File: src/sv/tpt_ram.sv
// Generic single-write, single-read synchronous RAM with registered read data.
// Depends on nothing.
`timescale 1ns / 1ps

module tpt_ram #(
	parameter int DEPTH = 256,
	parameter int WIDTH = 8,
	localparam int ADDR_W = (DEPTH > 1) ? $clog2(DEPTH) : 1
) (
	input  logic                     clk,
	input  logic                     we,
	input  logic [ADDR_W-1:0]        waddr,
	input  logic [WIDTH-1:0]         wdata,
	input  logic                     re,
	input  logic [ADDR_W-1:0]        raddr,
	output logic [WIDTH-1:0]         rdata
);
	logic [WIDTH-1:0] mem [DEPTH];

	always_ff @(posedge clk) begin
		if (we) begin
			mem[waddr] <= wdata;
		end
		if (re) begin
			rdata <= mem[raddr];
		end
	end

endmodule

File: config.mk
export PLATFORM = sky130hd
export DESIGN_NAME = tpt_ram
export DESIGN_NICKNAME = d
export VERILOG_FILES = /design/src/sv/tpt_ram.sv
export SDC_FILE = /design/constraint.sdc
export NUM_CORES = 2
export LEC_CHECK = 0
export BUFFER_PORTS_ARGS = -buffer_cell sky130_fd_sc_hd__buf_4
export CAP_MARGIN = 40
export CORE_ASPECT_RATIO = 1.2
export CORE_MARGIN = 2
export CORE_UTILIZATION = 39
export CTS_CLUSTER_SIZE = 40
export DETAILED_ROUTE_END_ITERATION = 8
export PLACE_DENSITY_LB_ADDON = 0.25
export SETUP_SLACK_MARGIN = 0.15
export SLEW_MARGIN = 20
export SYNTH_ARGS = -nofsm -noshare
export SYNTH_HDL_FRONTEND = slang
export SYNTH_SLANG_ARGS = --single-unit
File: constraint.sdc
create_clock -name clk -period 2.3 [get_ports clk]
set_input_delay 0 -clock clk [delete_from_list [all_inputs] [get_ports clk]]
set_output_delay 0 -clock clk [all_outputs]
set_load 0.02 [all_outputs]
# Word-level counts from Yosys, hierarchy flattened
# Memories as Yosys holds them, arrays and structs flattened. A register that Yosys moved wholly into a read port is not among the register bits.
# Cells that the tools add are included.
# totals
ramBits	2048
register_bits	0
n_memories	1
wordCells	3
# op_classes
mux	2
# mem_list
name	words	width	read_ports	rd_ports_with_merged_regs	write_ports	line	text
mem	256	8	1	1	1	18	logic [WIDTH-1:0] mem [DEPTH];
# op_table
cell	n
1-bit two-way mux	2

# Logic depth before layout (Yosys ltp)
# depth
word_depth	2
mapped_depth	11
mapped_depth_nobuf	6

# Worst setup path after synthesis
# OpenSTA, ideal clock, no wires.
# synth_path
path_type	input-to-reg
from	input raddr[0]
to	register rdata[2] (read register of mem) (data pin)
arrival_time_ps	1807
setup_ps	269
stages	9
path_slack_ps	224
cell_sequence	buf_6 > buf_12 > buf_8 > buf_2 > mux4_2 > a22oi_1 > a21oi_1 > nor4_1 > nor4_2
# synth_rtl
item	line	text
start: declaration	15	input logic [ADDR_W-1:0] raddr,
end: declaration	16	output logic [WIDTH-1:0] rdata

==> flow_metrics.py <==
metrics = {
    "setup_path": {
        "reg2regPathDepth": 8,
        "arrival_ns": 2.99,
        "worstPathCellList": "mux4_2, mux4_2, nor2_4, buf_6, a2111oi_4, nor3_2, buf_4, nor4_4",
        "crit_family": "multiplexers",
        "cp_num_buf_inv": 2,
        "worstPathRequired_ns": 2.90,
        "cp_max_fo": 1,
        "cp_common_cell": "mux4_2",
        "cpMaxStageDelayCell": "mux4_2",
        "criticalPathCategory": "register to register",
        "reg2reg_from": "mem[139][0]",
        "crit_path_start_kind": "register",
        "slowest_delay_ns": 0.59,
        "endpoint_kind": "register",
        "r2r-end": "rdata[0]",
        "reg2reg_slack_ns": -0.09,
        "path_depth": 8,
    },
    "clock_tree": {
        "cts_tree": "yes",
        "cts_setup_buffers": 0,
        "cts_max_level": 4,
        "cts_sinks": 2056,
        "cts-root-buf": "clkbuf_16",
        "path_clk_slew_ns": 0.06,
        "clk_latency_ns": 0.85,
        "cts-buffers-inserted": 196,
        "cts_buffer_depth": 3,
    },
    "placement": {
        "place_ws_ns": -0.944,
        "dpl_cell_area_sq_mm": 0.0883,
        "dp_cells": 6885,
        "gp_congestion": 0.927,
        "dp_hpwl_um": 139000,
        "port_buffers": 34,
    },
    "logic_synthesis": {
        "synth-main-ff-cell": "edfxtp_1",
        "synth_edf_count": 2056,
        "synth_top_area_share_pct": 77.5,
        "synth_area_sq_mm": 0.0796,
        "syn_nets": 3760,
        "synth_most_common_cell": "edfxtp_1",
        "synth_top_cell_by_area": "edfxtp_1",
        "synth-seq-cells": 2056,
        "yosysWarnings": 0,
        "async_flop_share_pct": 0,
        "ys_top_cells_by_area": "edfxtp_1, mux4_2, mux2i_1",
        "syn_avg_cell_area_sq_um": 21.3,
        "synth_seq_area_share_pct": 77.5,
        "synthTopCellsByCount": "edfxtp_1, mux4_2, nor2_1",
        "ys_types": 54,
        "syn_inst": 3733,
    },
    "timing": {
        "setup_ws_ns": -0.0885,
        "drv_slew": 0,
        "relSlewSlack_pct": 41.3,
        "tightest_slew_ns": 0.881,
        "setup_tns_ns": -0.248,
        "finalSetupViolations": 5,
        "skew_ns": 0.0366,
        "post-route-period-util_pct": 104,
        "max_freq_mhz": 419,
        "fin_crit_ns": 2.39,
        "finalHoldViolCount": 0,
        "rsz0062_at_grt": "true",
    },
    "layout": {
        "final_cells": 7282,
        "drive_gt1_share_pct": 33.6,
        "nets": 4486,
        "fin_area_sq_mm": 0.0955,
        "areaGrowthSynthToFinish_pct": 20.0,
        "fillers": 16800,
    },
    "power": {
        "power_w": 0.0789,
        "ir_worst_vdd_uv": 581,
        "p_leak_nw": 30.8,
        "p_per_area_mw_per_mm2": 826,
    },
    "worst_hold_path": {
        "hold_depth": 2,
        "min-delay-start": "wdata[2]",
        "hp-class": "input pin to register",
        "holdPathEnd": "mem[59][2]",
    },
    "floorplan": {
        "fp.dieArea_sq_mm": 0.208,
        "ioPinCount": 35,
        "coreArea_sq_mm": 0.203,
        "die_width_um": 417,
        "start_util_pct": 39.2,
        "die_h_um": 499,
        "rows": 181,
    },
    "grt": {
        "grtUsageMet3_pct": 2.73,
        "grt.overflow.total": 0,
        "grt_usage_pct": 20.3,
        "busiest_layer": "met2",
        "grt_util_met2_pct": 34.0,
        "grt_use_met1_pct": 27.1,
        "grt_pass1_vias": 41500,
        "grt_max_degree": 115,
        "antenna_found_initial": 8,
        "grt_pass1_wl_um": 303000,
    },
    "outcome": {
        "outcome": "complete, but fails checks",
        "violations": "negative setup slack",
    },
    "detailed_routing": {
        "avgViaCountPerCell": 5.56,
        "num_vias": 40500,
        "drc_errors": 0,
        "drt-total-wl_um": 211000,
        "drtPass1Iterations": 5,
        "ant_nets": 0,
        "drt_iter0_markers": 4037,
        "wl_per_cell_um": 29.0,
    },
    "job": {
        "maxCapViolCount": 0,
    },
}
## worst max path at each step
stage	startpoint	end	slack, ns
6_report	mem[139][0]	rdata[0]	-0.09
5_1_grt	mem[130][0]	rdata[0]	-0.13
4_1_cts	mem[31][1]	rdata[1]	-0.17
3_5_place_dp	raddr[0]	rdata[1]	-0.94
3_3_place_gp	raddr[0]	rdata[1]	-1.00
2_1_floorplan	raddr[0]	rdata[2]	0.22
## state kept, by name, summed over array words and instances, names as in the netlist
signal / flops
rdata: 8
mem: 2048
## layout by cell type (no fill, tap or decap), types with 9 or more instances in the layout
cell,n
clkinv_2,32
clkinv_1,48
mux2i_1,134
o22ai_1,28
nor2_1,276
dlygate4sd3_1,22
edfxtp_1,2056
nor4_1,9
buf_4,640
nor3_1,15
buf_8,9
clkbuf_1,38
nand3_1,29
bufinv_16,26
nor2b_1,26
a21oi_1,91
buf_12,87
o211ai_1,10
a22oi_2,10
o221ai_1,44
clkbuf_16,199
mux4_2,455
nand2_1,33
a211oi_1,13
nand4_1,10
nor4_2,10
a22oi_1,123
## stage by stage
step	util, %	hold slack, ns
3_3_place_gp	43.5	0.282
2_1_floorplan	-	0.0989
3_5_place_dp	43.5	0.287
6_report	47.1	0.0499
5_1_grt	47.1	0.0332
4_1_cts	47.0	0.0131
## routing by layer
layer  part of all wire, %  wire [um]
met1                    40      84700
met2                    50     106000
met3                   5.9      12400
met4                   3.8       8030
met5                     0          0
## where the power goes
group,internal (W),switching [W]
combinational,0.00188,0.00272
sequential,0.0413,0.0000803
clock,0.0189,0.0141
## cell families (layout without fill, tap and decap cells)
kind of cell | after synthesis | after routing | synth area share [%]
and+or+nand+nor | 466 | 466 | 2.63
DFF | 2056 | 2056 | 77.5
AOI/OAI and AO/OA | 385 | 385 | 3.42
other | 0 | 3 | 0
muxes | 591 | 591 | 14.6
buffers and inverters | 235 | 1128 | 1.83
## timing repair
action	in CTS	in global routing
pin swaps	21	18
gates resized for setup	57	26
gates cloned	0	0
hold buffers	22	0
endpoints found under the setup margin	8	8
endpoints found under the hold margin	2779	0
## worst register-to-register path: stages (launching register included)
cell and delay, ns:
edfxtp_1 0.37, mux4_2 0.51, mux4_2 0.59, nor2_4 0.15, buf_6 0.12, a2111oi_4 0.04, nor3_2 0.19, buf_4 0.14
nor4_4 0.04
## final cells by class
cell class                 instances  area (sq um)  share of cell area, %
multi-input combinational       1442         17000                   17.8
inverter                           2          7.51                0.00786
timing repair buffer             761          6940                   7.26
antenna                            3          7.51                0.00786
sequential                      2056         61700                   64.6
tap                             2653          3320                   3.47
clock buffer                     237          5120                   5.36
clock inverter                   128          1430                   1.50
No activity file was read; power rests on OpenSTA's default activity.
