[config.mk]
export PLATFORM = sky130hd
export DESIGN_NAME = tpt_tlb
export DESIGN_NICKNAME = d
export VERILOG_FILES = /design/src/sv/tpt_pkg.sv /design/src/sv/tpt_tlb.sv
export SDC_FILE = /design/constraint.sdc
export NUM_CORES = 1
export LEC_CHECK = 0
export ABC_AREA = 1
export BUFFER_PORTS_ARGS = -buffer_cell sky130_fd_sc_hd__buf_4
export CORE_UTILIZATION = 35
export DETAILED_ROUTE_END_ITERATION = 7
export GPL_TIMING_DRIVEN = 1
export PLACE_DENSITY_LB_ADDON = 0.25
export SYNTH_ARGS = -nofsm -noshare
export SYNTH_HDL_FRONTEND = slang
export SYNTH_SLANG_ARGS = --single-unit
[constraint.sdc]
create_clock -name clk -period 3.4 [get_ports clk]
set_input_delay 0.68 -clock clk [delete_from_list [all_inputs] [get_ports clk]]
set_output_delay 0.68 -clock clk [all_outputs]
set_load 0.1 [all_outputs]
[src/sv/tpt_pkg.sv]
// Shared constants and types for the page table translator.
// Used by tpt_tlb and tlb_page_table_translator; depends on nothing.
`timescale 1ns / 1ps

package tpt_pkg;

	localparam int TLB_DEPTH   = 16;
	localparam int TLB_IDX_W   = (TLB_DEPTH > 1) ? $clog2(TLB_DEPTH) : 1;
	localparam int TLB_CNT_W   = $clog2(TLB_DEPTH + 1);
	localparam int MAX_FRAMES  = 256;
	localparam int FCNT_W      = $clog2(MAX_FRAMES + 1);
	localparam int FRAME_W     = 8;
	localparam int PAGE_W      = 8;
	localparam int OFFSET_BITS = 8;
	localparam int PAGES       = 1 << PAGE_W;
	localparam int STAMP_W     = 32;
	localparam int CTR_W       = 32;

	// Update request to the TLB: append an entry, or drop the entry of a page.
	typedef struct packed {
		logic              ins;
		logic              rem;
		logic [PAGE_W-1:0] page;
		logic [FRAME_W-1:0] frame;
	} tlb_cmd_t;

	typedef struct packed {
		logic               hit;
		logic [FRAME_W-1:0] frame;
	} tlb_res_t;

endpackage

[src/sv/tpt_tlb.sv]
// FIFO TLB held in registers: parallel lookup, append with oldest-drop, and
// removal of one page with compaction. Depends on tpt_pkg.
`timescale 1ns / 1ps

module tpt_tlb (
	input  logic                        clk,
	input  logic                        arst_n,
	input  logic [tpt_pkg::PAGE_W-1:0]  look_page,
	output tpt_pkg::tlb_res_t           look,
	input  tpt_pkg::tlb_cmd_t           cmd
);
	logic [tpt_pkg::PAGE_W-1:0]    page_q  [tpt_pkg::TLB_DEPTH];
	logic [tpt_pkg::FRAME_W-1:0]   frame_q [tpt_pkg::TLB_DEPTH];
	logic [tpt_pkg::TLB_CNT_W-1:0] fill_q;
	logic                          rem_hit;
	logic [tpt_pkg::TLB_IDX_W-1:0] rem_idx;

	// Descending scan so that the lowest matching index wins.
	always_comb begin
		look    = '0;
		rem_hit = 1'b0;
		rem_idx = '0;
		for (int i = tpt_pkg::TLB_DEPTH - 1; i >= 0; i--) begin
			if (tpt_pkg::TLB_CNT_W'(i) < fill_q && page_q[i] == look_page) begin
				look.hit   = 1'b1;
				look.frame = frame_q[i];
			end
			if (tpt_pkg::TLB_CNT_W'(i) < fill_q && page_q[i] == cmd.page) begin
				rem_hit = 1'b1;
				rem_idx = tpt_pkg::TLB_IDX_W'(i);
			end
		end
	end

	always_ff @(posedge clk) begin
		if (cmd.ins) begin
			if (fill_q == tpt_pkg::TLB_CNT_W'(tpt_pkg::TLB_DEPTH)) begin
				for (int i = 0; i < tpt_pkg::TLB_DEPTH - 1; i++) begin
					page_q[i]  <= page_q[i+1];
					frame_q[i] <= frame_q[i+1];
				end
				page_q[tpt_pkg::TLB_DEPTH-1]  <= cmd.page;
				frame_q[tpt_pkg::TLB_DEPTH-1] <= cmd.frame;
			end else begin
				page_q[fill_q[tpt_pkg::TLB_IDX_W-1:0]]  <= cmd.page;
				frame_q[fill_q[tpt_pkg::TLB_IDX_W-1:0]] <= cmd.frame;
			end
		end else if (cmd.rem && rem_hit) begin
			for (int i = 0; i < tpt_pkg::TLB_DEPTH - 1; i++) begin
				if (tpt_pkg::TLB_IDX_W'(i) >= rem_idx) begin
					page_q[i]  <= page_q[i+1];
					frame_q[i] <= frame_q[i+1];
				end
			end
		end
	end

	always_ff @(posedge clk or negedge arst_n) begin
		if (!arst_n) begin
			fill_q <= '0;
		end else if (cmd.ins) begin
			if (fill_q != tpt_pkg::TLB_CNT_W'(tpt_pkg::TLB_DEPTH)) begin
				fill_q <= fill_q + 1'b1;
			end
		end else if (cmd.rem && rem_hit) begin
			fill_q <= fill_q - 1'b1;
		end
	end

endmodule

After elaboration in Yosys (flattened, before gate mapping)
Memories as Yosys holds them, arrays and structs flattened.
Cells that the tools add are included.

storage, ports and cells
  register bits after elaboration = 5
  memory bits (writable) = 256
  input port bits = 28
  output and inout port bits = 9
  logic and storage cells = 291
  memories kept = 2

cells by class
  add/subtract/negate cells = 2
  magnitude comparators = 31
  eq/ne operators = 35
  multiplexer cells = 153
  bitwise gates (word level) = 30
  reductions and logical operators = 37

memories
  name     depth  bits a word  rd ports  clocked after memory_dff  write ports  line           source
  frame_q  16     8            16        0                         16           tpt_tlb.sv:13  logic [tpt_pkg::FRAME_W-1:0] frame_q [tpt_pkg::TLB_DEPTH];
  page_q   16     8            16        0                         16           tpt_tlb.sv:12  logic [tpt_pkg::PAGE_W-1:0] page_q [tpt_pkg::TLB_DEPTH];

operators with widths
  operator                                                                            count
  8-bit equality test                                                                 32
  8-bit two-way mux                                                                   32
  9-bit two-way mux                                                                   16
  1-bit two-way mux                                                                   84
  4-bit two-way mux                                                                   18
  4-bit by 5-bit < comparator with 1-bit output, first input constant                 8
  1-bit logical AND                                                                   33
  1-bit bitwise OR                                                                    30
  4-bit greater-or-equal comparator, first input constant                             7
  3-bit by 5-bit < comparator with 1-bit output, first input constant                 4
  3-bit by 4-bit greater-or-equal comparator with 1-bit output, first input constant  4
  8-bit OR reduction                                                                  2
  5-bit two-way mux                                                                   3
  1-bit by 5-bit < comparator with 1-bit output, first input constant                 2
  2-bit by 5-bit < comparator with 1-bit output, first input constant                 2
  1-bit by 4-bit greater-or-equal comparator with 1-bit output, first input constant  2
  2-bit by 4-bit greater-or-equal comparator with 1-bit output, first input constant  2
  5-bit by 1-bit adder with 5-bit output, second input constant                       1
  5-bit equality test, second input constant                                          1
  5-bit inequality test, second input constant                                        1
  5-bit by 1-bit subtractor with 5-bit output, second input constant                  1
  2-bit by 1-bit inequality test with 1-bit output, second input constant             1
  2-bit AND reduction                                                                 1
  2-bit nonzero test                                                                  1

Logic depth before layout (Yosys ltp)
  word-level depth = 25
  depth in mapped cells = 26
  gate-level depth less buffers = 24

Worst setup path before layout
Ideal clock, no wire load.

  kind = input port to output port
  start = in look_page[1] in the netlist's numbering
  end = out look[1] in the netlist's numbering
  arrival = 3452 ps
  data required time = 2720 ps
  path slack = -732 ps
  stages = 16
  path buffers = 3
  cell sequence = buf_4 buf_4 xnor2_1 nand2_1 nor2_1 nand3_1 buf_2 o21ai_0 o211ai_1 a21oi_1 o21ai_1 nand2_1 nand2_1 nand2_1 a21oi_1 nor2_1

RTL lines
  what             line          source
  start, declared  tpt_tlb.sv:8  input logic [tpt_pkg::PAGE_W-1:0] look_page,
  end, declared    tpt_tlb.sv:9  output tpt_pkg::tlb_res_t look,

==> results by group <==
Critical path
  – Worst path required time: 2720 ps
  – CP max FO: 5
  – CP Launch Type: flip-flop
  – CP Launch Point: page_q[14][6]
  – Path type of the worst setup path: flip-flop to output pin
  – R2R Setup Slk: 270 ps
  – R2r endpoint: frame_q[10][6]
  – Path depth of the worst reg2reg path: 18
  – Critical path endpoint category: output pin
  – Reg2reg start: page_q[14][5]
  – CP arrival: 3040 ps

Power
  – Worst VDD drop: 0.000586 V
  – PD cells: 649 mW/mm^2
  – Leakage power: 8.67 nW

Placement
  – Placer congestion estimate: 0.875
  – Hpwl dp: 39600 microns
  – Buffers on Ports: 36

Run status
  – Failing checks: setup timing
  – Status: finished, violations left

Finish
  – Synth-to-layout area growth: 26.6%
  – Antenna cell count: 0
  – # nets final: 2149
  – Finished Core Util: 45.1%
  – Layout cells sized above 1: 24.1%
  – FILL cells: 4466

STA
  – Layout Skew: 13.5 ps
  – Worst slew margin: 66.1%
  – F_max: 0.269 GHz
  – RSZ-0062 raised after global routing: yes
  – Worst Tran Pin Value: 509 ps
  – Final hold violation count: 0
  – Slew Limit Fails: 0
  – Tmin final: 3720 ps
  – Final period util: 109%
  – Min Hold Slack: 278 ps
  – Fin worst setup slack: -318 ps
  – Setup Total Neg Slack: -2520 ps
  – Final Setup Violations: 9

Route
  – Post-Route WL: 52100 microns
  – DR vias: 14200
  – Remaining DRCs: 0
  – DRT iter0 DRCs: 1265
  – Vias per cell: 5.17
  – DR pass1 iterations: 6
  – Remaining antenna violation count: 0
  – Wire per inst: 19.0 microns

Synth
  – Mapped Nets: 1958
  – Simple-gate share of the synthesized area: 23.3%
  – Leading area contributor after synthesis: edfxtp_1
  – Synth Area in Adders: 0.385%
  – Top_reg_cell synth: edfxtp_1
  – Syn Inst Count: 1925
  – Synth cell types: 56
  – Synth Area in Compound Gates: 12.3%
  – Mean post-synth cell area: 8.44 sq um
  – Flops & latches, synth: 261
  – Yosys Warn Count: 0
  – Area share of the largest cell type after synthesis: 47.3%
  – Top post-synthesis cells by area: edfxtp_1, nand2_1, o21ai_0, xor2_1, xnor2_1
  – Largest family of logic cells by synthesized area: simple AND/OR/NAND/NOR gates
  – Post-synth ARST share: 1.92%
  – Synth Area in XOR/XNOR: 8.84%
  – Sequential share of the synthesized area: 48.1%
  – Synth Cell Area: 0.0162 sq mm
  – EDFF count, synth: 256
  – Multiplexer area fraction after synthesis: 0.0616%

Hold path
  – HP Class: input port to flip-flop
  – Worst hold path endpoint: frame_q[15][7]
  – Hold path depth: 1
  – Hold path startpoint: cmd[7]

Clocking
  – Clock Tree Buf Depth: 3
  – CTS tree: built
  – Clock sinks: 261
  – Clock slew at reported path FFs: 60 ps
  – TritonCTS buffer count: 31
  – Clock latency on the worst-skew pair: 600 ps
  – Htree depth: 1
  – CTS root buf: clkbuf_16

GRT
  – Pin count of the biggest net entering global routing: 34
  – Tot GR Track Use: 22.3%
  – Vias in the first global route: 14100
  – Antenna violations before repair: 0
  – Total congestion overflow: 0
  – First-pass GRT wire length: 81300 microns

Job
  – Max-cap viol count: 0

Die
  – Die Wd: 217 microns
  – Row cnt: 78
  – DIE HEIGHT: 217 microns
  – Boundary Pins: 37
  – Total die area: 0.0473 sq mm
  – Initial Util: 35.7%
  – Core footprint: 0.0456 sq mm
==> Yosys cell counts, drive strengths merged (22+ instances only) <==
master	number
a21oi	48
buf	46
clkbuf	60
edfxtp	256
inv	145
nand2	555
nand3	66
nand4	37
nor2	124
nor3	36
o21ai	292
or2	22
xnor2	72
xor2	92
==> cell type report <==
cell class | count | area, sq um | area share [%]
Clock inverter | 21 | 236 | 1.15
Sequential cell | 261 | 7820 | 38.0
Inverter | 151 | 591 | 2.87
Tap cell | 600 | 751 | 3.65
Timing Repair Buffer | 264 | 2460 | 12.0
Multi-Input combinational cell | 1407 | 7920 | 38.5
Clock buffer | 36 | 795 | 3.86
==> worst max-delay path by stage <==
stage / slack (ps) / to
2_1_floorplan: 20 / look[1]
3_3_place_gp: -460 / look[4]
3_5_place_dp: -490 / look[4]
4_1_cts: -390 / look[0]
5_1_grt: -530 / look[2]
6_report: -320 / look[6]
==> registers in the layout (all words and copies together) (netlist names) <==
register  cells
frame_q     128
fill_q        5
page_q      128
==> placed cells by master, fill, tap and decap left out, types with 7 or more instances in the layout <==
cell type	n
nor2_4	17
or2_2	14
clkinv_1	10
buf_6	11
o21ai_0	271
a21oi_2	11
buf_4	215
clkinv_2	9
xnor2_1	66
nand2_2	29
nor3_2	7
xor2_1	92
nor3_1	26
o211ai_1	10
inv_1	110
nor4_1	12
nand3_1	54
nand2_1	514
a21oi_1	29
buf_12	34
inv_2	31
clkbuf_16	31
nor2_1	98
nand2_4	12
o21ai_2	13
edfxtp_1	256
nor2_2	9
nand3_2	10
a21oi_4	8
nand4_1	36
==> cells by family after synthesis <==
logic type | count (synthesis)
compound gates | 370
xor+xnor | 164
fa+ha+maj | 5
buf+inv | 257
flops | 261
mux | 1
simple gates | 867
==> per-stage QoR <==
step / total power [mW] / cells / worst slack [ps] / instance area (sq um)
after floorplan: 7.62 / 1925 / 17.2 / 16300
after global placement: 9.36 / 2653 / -465 / 18600
after detailed placement: 9.42 / 2653 / -494 / 18600
after CTS: 13.3 / 2732 / -394 / 20300
after global routing: 14.1 / 2740 / -526 / 20600
final: 13.4 / 2740 / -318 / 20600
==> worst max-delay path, stage by stage, from the launching register on <==
cell	delay (ps)
edfxtp_1	430
xnor2_1	200
buf_4	170
nand2_4	50
nor2_4	110
nand3_4	110
buf_6	150
buf_4	140
o21ai_1	70
o211ai_1	120
a21oi_2	210
o21ai_2	80
nand2_1	80
nand2_1	70
nand2_2	90
a21oi_4	60
nor2_4	110
buf_12	180
==> metal layers <==
| layer | GRT usage, % | routed length [microns] | vias up |
|---|---|---|---|
| li1 | - | - | 6853 |
| met1 | 30.7 | 23900 | 6812 |
| met2 | 36.2 | 23900 | 415 |
| met3 | 2.97 | 2810 | 86 |
| met4 | 6.74 | 1480 | 0 |
| met5 | 0 | 0 | - |
==> power breakdown <==
part           leakage [nW]  switching [mW]  total, mW  internal (mW)
logic                  5.77            2.85       4.70           1.86
clock network         0.511            1.41       3.45           2.04
registers              2.39           0.560       5.20           4.64
==> timing repair <==
action	in CTS	in global routing
cloned	2	0
setup buffers	22	8
hold endpoints to repair	5	0
pin swaps	50	33
gates resized for setup	148	39
hold buffers	1	0
endpoints found under the setup margin	9	9
No activity file was read; power rests on OpenSTA's default activity.
